==> config.mk <==
export PLATFORM = sky130hd
export DESIGN_NAME = hci_h4_receive_deframer_top
export DESIGN_NICKNAME = d
export VERILOG_FILES = /design/src/design/h4rx_pkg.sv /design/src/design/h4rx_core.sv /design/src/design/h4rx_outq.sv /design/src/design/hci_h4_receive_deframer_top.sv
export VERILOG_INCLUDE_DIRS = /design/src /design/src/design
export SDC_FILE = /design/constraint.sdc
export NUM_CORES = 1
export LEC_CHECK = 0
export BUFFER_PORTS_ARGS = -buffer_cell sky130_fd_sc_hd__buf_2
export CAP_MARGIN = 20
export CORE_MARGIN = 1
export CORE_UTILIZATION = 40
export DETAILED_ROUTE_END_ITERATION = 10
export HOLD_SLACK_MARGIN = 0.12
export SYNTH_ARGS = -nofsm -noshare
export SYNTH_HDL_FRONTEND = slang
export SYNTH_HIERARCHICAL = 1
export SYNTH_SLANG_ARGS = --single-unit
==> constraint.sdc <==
create_clock -name clk -period 7.3 [get_ports clk]
set_input_delay 1.095 -clock clk [delete_from_list [all_inputs] [get_ports clk]]
set_output_delay 1.095 -clock clk [all_outputs]
set_load 0.02 [all_outputs]
==> src/design/hci_h4_receive_deframer_top_defines.svh <==
// Assertion macros shared by the deframer modules.
// Each macro is empty when SYNTH is defined.
`ifndef HCI_H4_RECEIVE_DEFRAMER_TOP_DEFINES_SVH
`define HCI_H4_RECEIVE_DEFRAMER_TOP_DEFINES_SVH

`ifndef SYNTH
`define H4RX_ASSERT_IMPLY(label, clk, rst_n, cond, prop) \
    label: assert property (@(posedge clk) disable iff (!rst_n) (cond) |-> (prop)) \
        else $error("h4rx: implication check failed");
`define H4RX_ASSERT_NEVER(label, clk, rst_n, cond) \
    label: assert property (@(posedge clk) disable iff (!rst_n) !(cond)) \
        else $error("h4rx: forbidden condition seen");
`else
`define H4RX_ASSERT_IMPLY(label, clk, rst_n, cond, prop)
`define H4RX_ASSERT_NEVER(label, clk, rst_n, cond)
`endif

`endif

==> src/design/h4rx_pkg.sv <==
package h4rx_pkg;

    localparam int HDR_MAX = 4;
    localparam int CNT_W   = $clog2(HDR_MAX + 1);

    // H:4 packet type bytes.
    localparam logic [7:0] TYPE_ACL = 8'h02;
    localparam logic [7:0] TYPE_EVT = 8'h04;
    localparam logic [7:0] TYPE_ISO = 8'h05;

    // Event codes that matter to the deframer.
    localparam logic [7:0] EVT_LE_META      = 8'h3E;
    localparam logic [7:0] EVT_INQ_RESULT   = 8'h22;
    localparam logic [7:0] EVT_INQ_EXT      = 8'h2F;
    localparam logic [7:0] SUB_ADV_REPORT   = 8'h02;
    localparam logic [7:0] SUB_EXT_ADV_REPT = 8'h0D;

    // Packet kinds.
    localparam logic [1:0] KIND_EVT = 2'd0;
    localparam logic [1:0] KIND_ACL = 2'd1;
    localparam logic [1:0] KIND_ISO = 2'd2;

    // Result status codes.
    localparam logic [1:0] ST_OK       = 2'd0;
    localparam logic [1:0] ST_BAD_TYPE = 2'd1;
    localparam logic [1:0] ST_OVERSIZE = 2'd2;

    typedef struct packed {
        logic [7:0] out_byte;
        logic [1:0] packet_kind;
        logic       first_of_packet;
        logic       last_of_packet;
        logic       may_discard;
        logic [1:0] status;
        logic       run_end;
    } res_t;

    typedef struct packed {
        res_t [HDR_MAX-1:0] ent;
        logic [CNT_W-1:0]   cnt;
    } burst_t;

endpackage

==> src/design/h4rx_core.sv <==
`include "hci_h4_receive_deframer_top_defines.svh"

module h4rx_core
    import h4rx_pkg::*;
(
    input  logic        clk,
    input  logic        rst_n,
    input  logic        in_valid,
    input  logic [7:0]  in_byte,
    input  logic        take,
    input  logic        iso_enable,
    input  logic        classic_enable,
    input  logic [15:0] max_payload,
    output burst_t      burst
);

    localparam logic [1:0] PH_TYPE = 2'd0;
    localparam logic [1:0] PH_HDR  = 2'd1;
    localparam logic [1:0] PH_PAY  = 2'd2;
    localparam logic [1:0] PH_SKIP = 2'd3;

    logic [1:0]  phase_reg, phase_next;
    logic [1:0]  kind_reg, kind_next;
    logic [2:0]  need_reg, need_next;
    logic [2:0]  got_reg, got_next;
    logic [15:0] left_reg, left_next;
    logic        disc_reg, disc_next;
    logic        first_reg, first_next;
    logic [7:0]  hdr_reg [3];
    logic [7:0]  hdr_next [3];

    logic        step;
    logic [7:0]  hdr_cur [HDR_MAX];
    logic [15:0] len;
    logic [15:0] left_dec;
    logic [7:0]  evt_len;

    assign step = in_valid && take;

    always_comb
    begin
        phase_next = phase_reg;
        kind_next  = kind_reg;
        need_next  = need_reg;
        got_next   = got_reg;
        left_next  = left_reg;
        disc_next  = disc_reg;
        first_next = first_reg;
        burst      = '0;
        len        = '0;
        evt_len    = '0;
        left_dec   = (left_reg == 16'd0) ? 16'd0 : left_reg - 16'd1;

        for (int i = 0; i < 3; i++)
        begin
            hdr_cur[i] = hdr_reg[i];
        end
        hdr_cur[HDR_MAX-1]   = in_byte;
        hdr_cur[got_reg[1:0]] = in_byte;
        for (int i = 0; i < 3; i++)
        begin
            hdr_next[i] = hdr_reg[i];
        end

        unique case (phase_reg)
            PH_TYPE:
            begin
                if (in_byte == TYPE_EVT || in_byte == TYPE_ACL ||
                    (in_byte == TYPE_ISO && iso_enable))
                begin
                    if (in_byte == TYPE_EVT)
                    begin
                        kind_next = KIND_EVT;
                        need_next = 3'd2;
                    end
                    else if (in_byte == TYPE_ACL)
                    begin
                        kind_next = KIND_ACL;
                        need_next = 3'd4;
                    end
                    else
                    begin
                        kind_next = KIND_ISO;
                        need_next = 3'd4;
                    end
                    got_next   = 3'd0;
                    disc_next  = 1'b0;
                    first_next = 1'b1;
                    phase_next = PH_HDR;
                end
                else
                begin
                    burst.cnt                = CNT_W'(1);
                    burst.ent[0].out_byte    = in_byte;
                    burst.ent[0].status      = ST_BAD_TYPE;
                    burst.ent[0].run_end     = 1'b1;
                end
            end

            PH_SKIP:
            begin
                left_next = left_dec;
                if (left_dec == 16'd0)
                begin
                    phase_next = PH_TYPE;
                end
            end

            PH_PAY:
            begin
                burst.cnt                    = CNT_W'(1);
                burst.ent[0].out_byte        = in_byte;
                burst.ent[0].packet_kind     = kind_reg;
                burst.ent[0].first_of_packet = first_reg;
                burst.ent[0].last_of_packet  = (left_reg <= 16'd1);
                burst.ent[0].may_discard     = disc_reg;
                burst.ent[0].run_end         = 1'b1;
                first_next = 1'b0;
                left_next  = left_dec;
                if (left_dec == 16'd0)
                begin
                    phase_next = PH_TYPE;
                end
            end

            PH_HDR:
            begin
                for (int i = 0; i < 3; i++)
                begin
                    hdr_next[i] = hdr_cur[i];
                end
                got_next = got_reg + 3'd1;
                if (kind_reg == KIND_EVT && got_next == 3'd1)
                begin
                    if (in_byte == EVT_LE_META)
                    begin
                        need_next = 3'd3;
                    end
                    else if (classic_enable &&
                             (in_byte == EVT_INQ_RESULT || in_byte == EVT_INQ_EXT))
                    begin
                        disc_next = 1'b1;
                    end
                end

                if (got_next >= need_next)
                begin
                    // Header complete: work out the payload length.
                    if (kind_reg == KIND_EVT)
                    begin
                        evt_len = hdr_cur[1];
                        if (need_next == 3'd3)
                        begin
                            // The sub-event byte counts in the event length.
                            evt_len = (hdr_cur[1] == 8'd0) ? 8'd0 : hdr_cur[1] - 8'd1;
                            if (hdr_cur[2] == SUB_ADV_REPORT ||
                                hdr_cur[2] == SUB_EXT_ADV_REPT)
                            begin
                                disc_next = 1'b1;
                            end
                        end
                        len = {8'd0, evt_len};
                    end
                    else if (kind_reg == KIND_ISO)
                    begin
                        len = {2'b00, hdr_cur[3][5:0], hdr_cur[2]};
                    end
                    else
                    begin
                        len = {hdr_cur[3], hdr_cur[2]};
                    end

                    first_next = 1'b0;
                    left_next  = len;
                    if (len > max_payload)
                    begin
                        burst.cnt                = CNT_W'(1);
                        burst.ent[0].out_byte    = in_byte;
                        burst.ent[0].packet_kind = kind_reg;
                        burst.ent[0].status      = ST_OVERSIZE;
                        burst.ent[0].run_end     = 1'b1;
                        phase_next = PH_SKIP;
                    end
                    else
                    begin
                        burst.cnt = CNT_W'(need_next);
                        for (int k = 0; k < HDR_MAX; k++)
                        begin
                            if (3'(k) < need_next)
                            begin
                                burst.ent[k].out_byte        = hdr_cur[k];
                                burst.ent[k].packet_kind     = kind_reg;
                                burst.ent[k].first_of_packet = (k == 0) ? first_reg : 1'b0;
                                burst.ent[k].last_of_packet  =
                                    (3'(k) == need_next - 3'd1) && (len == 16'd0);
                                burst.ent[k].may_discard     = disc_next;
                                burst.ent[k].status          = ST_OK;
                                burst.ent[k].run_end         = (3'(k) == need_next - 3'd1);
                            end
                        end
                        phase_next = (len == 16'd0) ? PH_TYPE : PH_PAY;
                    end
                end
            end

            default:
            begin
                phase_next = PH_TYPE;
            end
        endcase
    end

    always_ff @(posedge clk or negedge rst_n)
    begin
        if (!rst_n)
        begin
            phase_reg <= PH_TYPE;
            kind_reg  <= KIND_EVT;
            need_reg  <= 3'd0;
            got_reg   <= 3'd0;
            left_reg  <= 16'd0;
            disc_reg  <= 1'b0;
            first_reg <= 1'b0;
        end
        else if (step)
        begin
            phase_reg <= phase_next;
            kind_reg  <= kind_next;
            need_reg  <= need_next;
            got_reg   <= got_next;
            left_reg  <= left_next;
            disc_reg  <= disc_next;
            first_reg <= first_next;
        end
    end

    // Header bytes are held without reset; each is written before it is read.
    always_ff @(posedge clk)
    begin
        if (step)
        begin
            for (int i = 0; i < 3; i++)
            begin
                hdr_reg[i] <= hdr_next[i];
            end
        end
    end

    `H4RX_ASSERT_IMPLY(a_len_nonzero, clk, rst_n,
        phase_reg == PH_PAY || phase_reg == PH_SKIP, left_reg != 16'd0)
    `H4RX_ASSERT_IMPLY(a_error_alone, clk, rst_n,
        step && burst.cnt != '0 && burst.ent[0].status != ST_OK, burst.cnt == CNT_W'(1))
    `H4RX_ASSERT_NEVER(a_got_bound, clk, rst_n, phase_reg == PH_HDR && got_reg >= need_reg)

endmodule

==> src/design/h4rx_outq.sv <==
`include "hci_h4_receive_deframer_top_defines.svh"

module h4rx_outq
    import h4rx_pkg::*;
(
    input  logic   clk,
    input  logic   rst_n,
    input  logic   load_valid,
    output logic   load_ready,
    input  burst_t load_burst,
    output logic   out_valid,
    input  logic   out_ready,
    output res_t   out_res
);

    res_t [HDR_MAX-1:0] ent_reg, ent_next;
    logic [CNT_W-1:0]   cnt_reg, cnt_next;
    logic               pop;
    logic               load;

    assign out_valid  = (cnt_reg != '0);
    assign out_res    = ent_reg[0];
    assign pop        = out_valid && out_ready;
    assign load_ready = (cnt_reg == '0) || (cnt_reg == CNT_W'(1) && out_ready);
    assign load       = load_valid && load_ready;

    always_comb
    begin
        ent_next = ent_reg;
        cnt_next = cnt_reg;
        if (load)
        begin
            ent_next = load_burst.ent;
            cnt_next = load_burst.cnt;
        end
        else if (pop)
        begin
            // Shift the burst down by one entry.
            for (int i = 0; i < HDR_MAX - 1; i++)
            begin
                ent_next[i] = ent_reg[i+1];
            end
            ent_next[HDR_MAX-1] = ent_reg[HDR_MAX-1];
            cnt_next = cnt_reg - CNT_W'(1);
        end
    end

    always_ff @(posedge clk)
    begin
        ent_reg <= ent_next;
    end

    always_ff @(posedge clk or negedge rst_n)
    begin
        if (!rst_n)
        begin
            cnt_reg <= '0;
        end
        else
        begin
            cnt_reg <= cnt_next;
        end
    end

    `H4RX_ASSERT_NEVER(a_cnt_range, clk, rst_n, cnt_reg > CNT_W'(HDR_MAX))
    `H4RX_ASSERT_IMPLY(a_tail_ends_run, clk, rst_n,
        cnt_reg == CNT_W'(1), ent_reg[0].run_end)
    `H4RX_ASSERT_IMPLY(a_first_is_ok, clk, rst_n,
        out_valid && ent_reg[0].first_of_packet, ent_reg[0].status == ST_OK)

endmodule

==> src/design/hci_h4_receive_deframer_top.sv <==
// HCI H:4 receive deframer.
// Input channel (in_valid, in_ready, rx_byte) takes one received UART byte per
// transfer. Output channel (out_valid, out_ready and the result fields) gives one
// tagged packet byte or one error report per transfer; run_end marks the last
// result caused by a given input byte.
// An accepted byte is held in an input register, is decoded by the framing
// logic, and its results land in a four-entry burst register. The first result
// is offered once the byte has passed through the input register and been
// loaded into the burst register. While out_ready is high, the burst register
// drains one result per cycle; it takes a new burst only when empty or as its
// last result leaves, so a completed header holds the input back until its
// results drain, and with out_ready high every other byte sustains one transfer per cycle.
// When the receiver stalls, the burst register holds its results and the input
// register holds one more byte, after which in_ready drops.
// Reset clears the framing state to waiting for a type byte, empties the burst
// register and sets iso_enable = 0, classic_enable = 0, max_payload = 1024.
// Registers (APB, pready tied high): 0x0 iso_enable, 0x4 classic_enable,
// 0x8 max_payload. Write them only while no packet is in flight.

module hci_h4_receive_deframer_top
    import h4rx_pkg::*;
(
    input  logic        clk,
    input  logic        rst_n,
    input  logic        psel,
    input  logic        penable,
    input  logic        pwrite,
    input  logic [3:0]  paddr,
    input  logic [31:0] pwdata,
    output logic [31:0] prdata,
    output logic        pready,
    input  logic        in_valid,
    output logic        in_ready,
    input  logic [7:0]  rx_byte,
    output logic        out_valid,
    input  logic        out_ready,
    output logic [7:0]  out_byte,
    output logic [1:0]  packet_kind,
    output logic        first_of_packet,
    output logic        last_of_packet,
    output logic        may_discard,
    output logic [1:0]  status,
    output logic        run_end
);

    localparam logic [1:0] REG_ISO     = 2'd0;
    localparam logic [1:0] REG_CLASSIC = 2'd1;
    localparam logic [1:0] REG_MAXPAY  = 2'd2;

    logic        iso_enable_reg;
    logic        classic_enable_reg;
    logic [15:0] max_payload_reg;
    logic        cfg_write;

    logic        in_valid_reg, in_valid_next;
    logic [7:0]  in_byte_reg;
    logic        take;
    burst_t      burst;
    res_t        head;

    // Configuration port. Reads are combinational since pready is always high.
    assign pready    = 1'b1;
    assign cfg_write = psel && penable && pwrite;

    always_ff @(posedge clk or negedge rst_n)
    begin
        if (!rst_n)
        begin
            iso_enable_reg     <= 1'b0;
            classic_enable_reg <= 1'b0;
            max_payload_reg    <= 16'd1024;
        end
        else if (cfg_write)
        begin
            unique case (paddr[3:2])
                REG_ISO:     iso_enable_reg     <= pwdata[0];
                REG_CLASSIC: classic_enable_reg <= pwdata[0];
                REG_MAXPAY:  max_payload_reg    <= pwdata[15:0];
                default:     ;
            endcase
        end
    end

    always_comb
    begin
        unique case (paddr[3:2])
            REG_ISO:     prdata = {31'd0, iso_enable_reg};
            REG_CLASSIC: prdata = {31'd0, classic_enable_reg};
            REG_MAXPAY:  prdata = {16'd0, max_payload_reg};
            default:     prdata = 32'd0;
        endcase
    end

    // Input register: refilled whenever its byte moves on to the decoder.
    assign in_ready      = !in_valid_reg || take;
    assign in_valid_next = in_valid || (in_valid_reg && !take);

    always_ff @(posedge clk or negedge rst_n)
    begin
        if (!rst_n)
        begin
            in_valid_reg <= 1'b0;
        end
        else if (in_ready)
        begin
            in_valid_reg <= in_valid_next;
        end
    end

    always_ff @(posedge clk)
    begin
        if (in_valid && in_ready)
        begin
            in_byte_reg <= rx_byte;
        end
    end

    h4rx_core u_core
    (
        .clk            (clk),
        .rst_n          (rst_n),
        .in_valid       (in_valid_reg),
        .in_byte        (in_byte_reg),
        .take           (take),
        .iso_enable     (iso_enable_reg),
        .classic_enable (classic_enable_reg),
        .max_payload    (max_payload_reg),
        .burst          (burst)
    );

    h4rx_outq u_outq
    (
        .clk        (clk),
        .rst_n      (rst_n),
        .load_valid (in_valid_reg),
        .load_ready (take),
        .load_burst (burst),
        .out_valid  (out_valid),
        .out_ready  (out_ready),
        .out_res    (head)
    );

    assign out_byte        = head.out_byte;
    assign packet_kind     = head.packet_kind;
    assign first_of_packet = head.first_of_packet;
    assign last_of_packet  = head.last_of_packet;
    assign may_discard     = head.may_discard;
    assign status          = head.status;
    assign run_end         = head.run_end;

endmodule

Word-level counts from Yosys, hierarchy flattened
Memories as Yosys holds them, arrays and structs flattened.
Index checks and enable logic that the tools add are counted.
Word-level totals
  register bits after elaboration: 122
  latch bits: 0
  RAM bits: 24
  ROM bits: 0
  bits of input ports: 51
  output and inout bits: 51
  word-level logic and storage cells: 194
  memories kept: 1
Memories
  u_core.hdr_reg: depth 3, bits a word 8, rd ports 3, clocked after Yosys merged registers in 0, write ports 3, RTL line h4rx_core.sv:29  | logic [7:0] hdr_reg [3];
Operators by class
  $add $sub $neg: 5
  multipliers: 0
  divide/modulo/power cells: 0
  magnitude comparators: 9
  equal/unequal tests: 23
  shift-type cells: 0
  multiplexer cells: 67
  bitwise gates (word level): 1
  reduce and logical (&&, ||, !) cells: 47
Operators with widths (number)
  $mux 16: 10
  $mux 48: 3
  $mux 67: 1
  $mux 64: 1
  $logic_not 16->1: 3
  $pmux 16 s3: 1
  $bwmux 32: 1
  $mux 8: 4
  $pmux 16 s2: 1
  $mux 3: 9
  $eq 8x6->1 const B: 3
  $mux 24: 1
  $pmux 8 s3: 1
  $demux 8 s2: 1
  $eq 8x2->1 const B: 2
  $eq 8x3->1 const B: 2
  $gt 16x16->1: 1
  $le 16x1->1 const B: 1
  $sub 16x1->16 const B: 1
  $logic_and 1x1->1: 15
  $mux 1: 15
  $mux 2: 7
  $pmux 3 s2: 2
  $pmux 4 s3: 1
  36 further kinds: 65

Longest topological paths before layout
Gate-level depths: netlist (run 1).
  word-level depth: 19
  depth in mapped cells: 23
  depth with buffers taken out: 20

Cells and area by module
Netlist (run 1), hierarchy kept.
Modules (own cells, without submodules)
  h4rx_core: instances 1, cells an instance 583, area an instance 4692.0 um^2, seq. area each 1421.4 um^2
  h4rx_outq: instances 1, cells an instance 186, area an instance 3189.3 um^2, seq. area each 1996.9 um^2
  hci_h4_receive_deframer_top: instances 1, cells an instance 92, area an instance 1248.7 um^2, seq. area each 716.9 um^2

Least setup slack after synthesis (run 1)
OpenSTA, ideal clock, no wires.
  path type: reg2reg
  start point: register u_core.got_reg[1]
  end point: register u_outq.cnt_reg[1]
  arrival time: 4976 ps
  setup slack: 2235 ps
  stages on the path, launching flop included: 23
  period minus slack after synthesis: 5065 ps
  cell sequence: dfrtp_1 inv_1 ha_1 clkbuf_1 buf_1 mux2i_1 ha_1 o211ai_1 nor2_1 nor4_1 a211o_1 ha_1 nor2b_1 o21a_1 o21a_1 o21ai_0 a211oi_1 o21ai_0 clkbuf_1 nand2_1 nor3_1 or3b_2 a31oi_1
RTL lines
  start: declaration: RTL line h4rx_core.sv:25  | logic [2:0] got_reg, got_next;
  start signal: assignment: RTL line h4rx_core.sv:230  | got_reg <= got_next;
  end signal: assignment: RTL line h4rx_outq.sv:61  | cnt_reg <= cnt_next;
  end: declaration: RTL line h4rx_outq.sv:17  | logic [CNT_W-1:0] cnt_reg, cnt_next;

==> results.json, run 1 <==
{
  "slew_headroom": 0.339,
  "seq_area_um2": 4140,
  "synth_cells": 861,
  "start_util": 0.413,
  "arrival_ns": 6.01,
  "synth_seq_cells": 146,
  "path_class": "reg -> reg",
  "synthXorXnorAreaFrac": 0.00288,
  "core_area_um2": 22100,
  "worstHoldStart": "u_core/left_reg[10]",
  "drv_cap": 0,
  "vias": 6473,
  "finalHoldViolCount": 0,
  "crit_path_start_kind": "flop",
  "num_rows": 54,
  "worstSkewPairLatency_ns": 0.43,
  "cts_setup_buffers": 0,
  "syn_area_um2": 9130,
  "fmax_mhz": 171,
  "final_nets": 975,
  "status": "finished, final reports clean",
  "pwr_density_cell_nw_per_um2": 431,
  "antenna_found_initial": 0,
  "grt_usage": 0.189,
  "largest_reg_flops": 48,
  "dieWidth_um": 153,
  "finalSetupTns_ns": 0,
  "synth_area_leaders": "edfxtp_1 (32%), dfrtp_1 (13%), mux2_4 (5.4%)",
  "post_dp_cell_area_um2": 9400,
  "crit_start": "u_core/got_reg[1]",
  "drt-initial-drc-count": 551,
  "clockBufferDepth": 2,
  "hold_path_class": "reg -> reg",
  "ys_types": 81,
  "r2r_start": "u_core/got_reg[1]",
  "dominantRegCellSynth": "edfxtp_1",
  "drc": 0,
  "fin_crit_sh": 0.800,
  "via_per_inst": 5.48,
  "yosysTopAreaCell": "edfxtp_1",
  "tightest_slew_ns": 0.982,
  "fin_area_um2": 9960,
  "htreeDepth": 4,
  "muxShareOfSynthArea": 0.128,
  "met2_usage": 0.304,
  "dp_hpwl_mm": 14.9,
  "p_int_mw": 2.60,
  "async_flop_share": 0.342,
  "cp-end-kind": "flop",
  "dieArea_um2": 23400,
  "busiest_layer": "met2",
  "n_antenna_cell": 0,
  "grt_pass1_wl_mm": 33.8,
  "numPortBuffers": 66,
  "ant_nets": 0,
  "postCtsHoldBufs": 0,
  "final_layout_size_suffix_gt1_frac": 0.222,
  "finalClockSkew_ns": 0.0141,
  "multi_input_area_um2": 4350,
  "use_met1": 0.259,
  "synth_top_area_frac": 0.316,
  "ys_warn_count": 6,
  "synth_seq_area_share": 0.453,
  "firstDrtPassIters": 7,
  "cts.clk_slew.worst_paths_ns": 0.06,
  "cts_sinks": 146,
  "yosys.area_share.simple": 0.165,
  "mostFrequentLayoutCells": "edfxtp_1 (96), nor2_1 (89), buf_2 (66)",
  "synthAdderAreaFrac": 0.0493,
  "netSwitchingFraction": 0.393,
  "final_common_cell": "edfxtp_1",
  "io-pin-count": 102,
  "p_switching_mw": 1.69,
  "place.gp.congestion": 0.892,
  "power.share.clock": 0.195,
  "required_ns": 7.47,
  "cts_tree": "done",
  "p_seq_frac": 0.357,
  "cts-root-buf": "clkbuf_16",
  "leakage_nw": 4.07,
  "grt_util_met3": 0.0391,
  "wl_per_cell_um": 18.4,
  "ir_drop_uv": 180,
  "dieHeight_um": 153,
  "slew_viol_final": 0,
  "gr-total-overflow": 0,
  "wl_mm": 21.7,
  "synth_top_family_by_area": "simple AND/OR/NAND/NOR gates",
  "grt_pass1_vias": 5999,
  "grt_max_degree": 70,
  "syn_avg_cell_area_um2": 10.6,
  "rsz0062_at_grt": "false",
  "fill_cells": 2098,
  "setup_viol": 0,
  "numCtsBuffers": 17,
  "power_frac_comb": 0.448,
  "syn_to_final_growth_pct": 9.09,
  "cts_resized": 0,
  "synth_compound_gate_area_share": 0.119,
  "cp_max_fo": 16,
  "fin_crit_ns": 5.84,
  "synth_edf_count": 96
}
cells in the mapped netlist (4+ instances only):
library cell	number
clkbuf_1	30
nand4_1	6
mux2i_1	19
inv_1	49
a32oi_1	4
nor3b_1	6
nor4_1	8
a211o_1	7
buf_2	4
o211ai_1	9
or3_1	5
o21ai_1	8
buf_6	8
nor3_1	24
a21oi_1	31
nand2b_1	16
nand3_1	15
nor2_1	89
o31ai_1	6
a211oi_1	7
and2_1	47
buf_4	42
ha_1	36
nor2b_1	8
mux2_4	33
a22oi_1	4
mux2_2	43
edfxtp_1	96
a21o_1	7
dfrtp_1	49
or2_2	4
o21a_1	4
nand2_1	25
o22ai_1	4
o21ai_0	39
buf_1	4
cell families (layout without fill, tap and decap cells):
kind of cell	count (synthesis)	count (layout)
muxes	95	95
buffers and inverters	137	154
and+or+nand+nor	279	279
xor gates and xnor gates	3	3
AOI/OAI and AO/OA	162	162
DFF	146	146
adders and majority gates	36	36
other	3	26
metal layers:
metal / part of all wire / vias to the layer above
li1: - / 3084
met1: 0.46 / 3187
met2: 0.48 / 190
met3: 0.052 / 12
met4: 0.0078 / 0
met5: 0 / -
critical path, stage by stage (launching register included):
cell and delay, ns:
dfrtp_1 0.42, inv_1 0.12, ha_1 0.63, mux2i_1 0.47
ha_1 0.27, o211ai_1 0.16, nor2_1 0.42, nor4_1 0.09
a211o_1 0.37, ha_1 0.31, nor2b_1 0.13, o21a_1 0.16
o21a_1 0.15, o21ai_0 0.16, a211oi_1 0.13, o21a_1 0.32
a21boi_1 0.70, o21ai_0 0.26, mux2_4 0.30
worst paths after layout:
path,endpoint,slack [ns],cells past startpoint
setup / recovery,u_outq/out_res[15],1.46,18
min in group asynchronous,max_payload_reg[7],0.78,2
max in group asynchronous,u_core/phase_reg[0],6.06,2
setup reg to reg,u_outq/out_res[15],1.46,18
hold reg to reg,u_core/left_reg[10],0.52,2
hold / removal,u_core/left_reg[10],0.52,2
stage by stage:
stage	hold slack, ns	instances	utilization	worst slack, ns	power (mW)
after floorplan	0.473	884	-	2.24	3.04
after global placement	0.504	1149	0.426	1.67	3.42
after detailed placement	0.509	1149	0.426	1.58	3.45
after CTS	0.526	1181	0.451	1.55	4.31
after global routing	0.546	1181	0.451	1.10	4.57
final	0.519	1181	0.451	1.46	4.29
power groups by stage:
stage                     sequential, mW  clock, mW  combinational [mW]
final                               1.53      0.838                1.92
after global routing                1.57      0.896                2.10
after CTS                           1.53      0.858                1.92
after detailed placement            1.54          0                1.91
after global placement              1.54          0                1.89
after floorplan                     1.45          0                1.58
final cells by class:
cell class	instances	area share
multi-input cells	601	0.437
flip-flops and latches	146	0.415
clock buffers	21	0.0442
repair buffers	73	0.0384
well taps	280	0.0352
inverters	49	0.0185
clock inverters	11	0.0117
No activity file was read; power rests on OpenSTA's default activity.
==> run 2, diff against run 1 <==
==> constraint.sdc (replaced) <==
create_clock -name clk -period 4.8 [get_ports clk]
set_input_delay 0.72 -clock clk [delete_from_list [all_inputs] [get_ports clk]]
set_output_delay 0.72 -clock clk [all_outputs]
set_load 0.02 [all_outputs]
==> run 2 against run 1 <==
Die area unchanged. Routed wire length increased by 2.9%. Register-to-register slack got worse by 1.3 ns. Highest routed layer unchanged. Combinational power increased by 65%. Total power increased by 58%. Final cell count increased by 3.3%. Critical path type unchanged. Fmax increased by 26%. Count of clock-buffer cells in the layout unchanged.
==> results.json, run 2 (synthesized netlist as in run 1, its figures left out) <==
{
  "status": "finished, final reports clean",
  "ff2ff_path_depth": 19,
  "setup_slack_ns": 0.179,
  "r2r_start": "in_byte_reg[6]",
  "required_ns": 4.97,
  "dp_hpwl_mm": 15.8,
  "cts.clk_slew.worst_paths_ns": 0.06,
  "drv_cap": 0,
  "fmax_mhz": 216,
  "fin_area_um2": 10300,
  "dieHeight_um": 153,
  "fin_crit_sh": 0.963,
  "setup_viol": 0,
  "place.gp.congestion": 0.914,
  "timing.rr.end": "u_outq/out_res[9]",
  "slew_headroom": 0.370,
  "crit_path_start_kind": "flop",
  "numPortBuffers": 66,
  "grt_usage": 0.197,
  "start_util": 0.413,
  "gr-total-overflow": 0,
  "grt_max_degree": 51,
  "vias": 6674,
  "worstSkewPairLatency_ns": 0.43,
  "firstDrtPassIters": 6,
  "cp-end-kind": "flop",
  "slew_viol_final": 0,
  "cts-root-buf": "clkbuf_16",
  "largest_reg_flops": 48,
  "ir_drop_uv": 301,
  "ant_nets": 0,
  "fin_crit_ns": 4.62,
  "grt_pass1_vias": 6407,
  "final_common_cell": "edfxtp_1",
  "post_dp_cell_area_um2": 9670,
  "final_layout_size_suffix_gt1_frac": 0.266,
  "n_antenna_cell": 0,
  "drt-initial-drc-count": 559,
  "via_per_inst": 5.47,
  "arrival_ns": 4.79,
  "io-pin-count": 102,
  "htreeDepth": 4,
  "rsz0062_at_grt": "false",
  "cts_sinks": 146,
  "finalHoldViolCount": 0,
  "cp_max_fo": 5,
  "finalClockSkew_ns": 0.00850,
  "grt_pass1_wl_mm": 35.5,
  "syn_to_final_growth_pct": 13.2,
  "hold_path_class": "in -> async",
  "tightest_slew_ns": 0.944,
  "drc": 0,
  "wl_per_cell_um": 18.3,
  "numCtsBuffers": 17,
  "dieWidth_um": 153,
  "postCtsHoldBufs": 0,
  "mostFrequentLayoutCells": "edfxtp_1 (96), nor2_1 (89), buf_2 (66)",
  "final_nets": 1014,
  "clockBufferDepth": 2,
  "post-place-ws_ns": -0.0831,
  "cts_tree": "done",
  "dieArea_um2": 23400,
  "reg2reg_slack_ns": 0.18,
  "leakage_nw": 4.28,
  "path_class": "reg -> reg",
  "pwr_density_cell_nw_per_um2": 655,
  "core_area_um2": 22100,
  "wl_mm": 22.4,
  "fill_cells": 2036,
  "num_rows": 54,
  "antenna_found_initial": 0,
  "power_mw": 6.78
}
## run 2: changes by cell type in the layout (fill, tap and decap cells not counted), moves of 2 or more
cell / change
o21ai_1: +3
buf_4: +39
o21ai_0: -3
clkinv_2: -2
## run 2: layout make-up
class / count / area, um^2 / area share
Sequential cell: 146 / 4140 / 0.400
Inverter: 49 / 184 / 0.0178
Timing Repair Buffer: 112 / 676 / 0.0654
Clock inverter: 11 / 139 / 0.0134
Multi-Input combinational cell: 601 / 4400 / 0.426
Tap cell: 280 / 350 / 0.0339
Clock buffer: 21 / 450 / 0.0436
## run 2: worst max-delay path, stage by stage (launching register included)
cell,delay (ns)
edfxtp_1,0.43
or4_4,0.57
or4_4,0.54
buf_4,0.17
nand2_2,0.09
nor3_1,0.06
a211o_1,0.31
ha_1,0.32
nor2b_1,0.14
o21a_1,0.12
o21a_1,0.10
o21ai_0,0.09
a211oi_2,0.25
o21ai_1,0.12
buf_4,0.17
buf_4,0.16
buf_4,0.14
o211ai_1,0.15
o31ai_1,0.10
mux2_2,0.32
## run 2: where the power goes
| part | leakage [nW] | total (mW) | internal (mW) | switching (mW) |
|---|---|---|---|---|
| Combinational | 2.47 | 3.16 | 1.30 | 1.85 |
| Sequential | 1.54 | 2.27 | 2.02 | 0.254 |
| Clock | 0.278 | 1.35 | 0.826 | 0.523 |
| Total | 4.28 | 6.78 | 4.14 | 2.63 |
## run 2: repair_timing
item | in CTS | in global routing
endpoints found under the setup margin | 2 | 47
hold endpoints to repair | 0 | 0
pin swaps | 0 | 1
resized for setup | 2 | 12
setup buffers | 3 | 0
## run 2: worst max path at each step
| stage | from | to | slack, ns | cells after the start |
|---|---|---|---|---|
| 2_1_floorplan | u_core/got_reg[1] | u_outq/cnt_reg[1] | 0.02 | 22 |
| 3_3_place_gp | in_byte_reg[6] | u_outq/cnt_reg[1] | 0.05 | 18 |
| 3_5_place_dp | in_byte_reg[6] | u_outq/cnt_reg[1] | -0.08 | 16 |
| 4_1_cts | in_byte_reg[6] | u_outq/out_res[12] | 0.01 | 19 |
| 5_1_grt | u_core/got_reg[0] | u_outq/cnt_reg[1] | 0.005 | 17 |
| 6_report | in_byte_reg[6] | u_outq/out_res[9] | 0.18 | 19 |
## run 2: through the flow
| step | cells | TNS (ns) | util | hold WS, ns |
|---|---|---|---|---|
| 6_report | 1220 | 0 | 0.468 | 0.404 |
| 5_1_grt | 1220 | 0 | 0.468 | 0.447 |
| 4_1_cts | 1220 | 0 | 0.466 | 0.429 |
| 3_5_place_dp | 1185 | -0.0831 | 0.438 | 0.502 |
| 3_3_place_gp | 1185 | 0 | 0.438 | 0.506 |
| 2_1_floorplan | 884 | 0 | - | 0.424 |
## run 2: metal layers
layer | vias up | part of all wire | GRT usage | routed length [um]
met1 | 3284 | 0.47 | 0.274 | 10400
li1 | 3167 | - | - | -
met4 | 0 | 0.020 | 0.0789 | 449
met3 | 29 | 0.046 | 0.0292 | 1030
met2 | 194 | 0.47 | 0.309 | 10400
met5 | - | 0 | 0 | 0
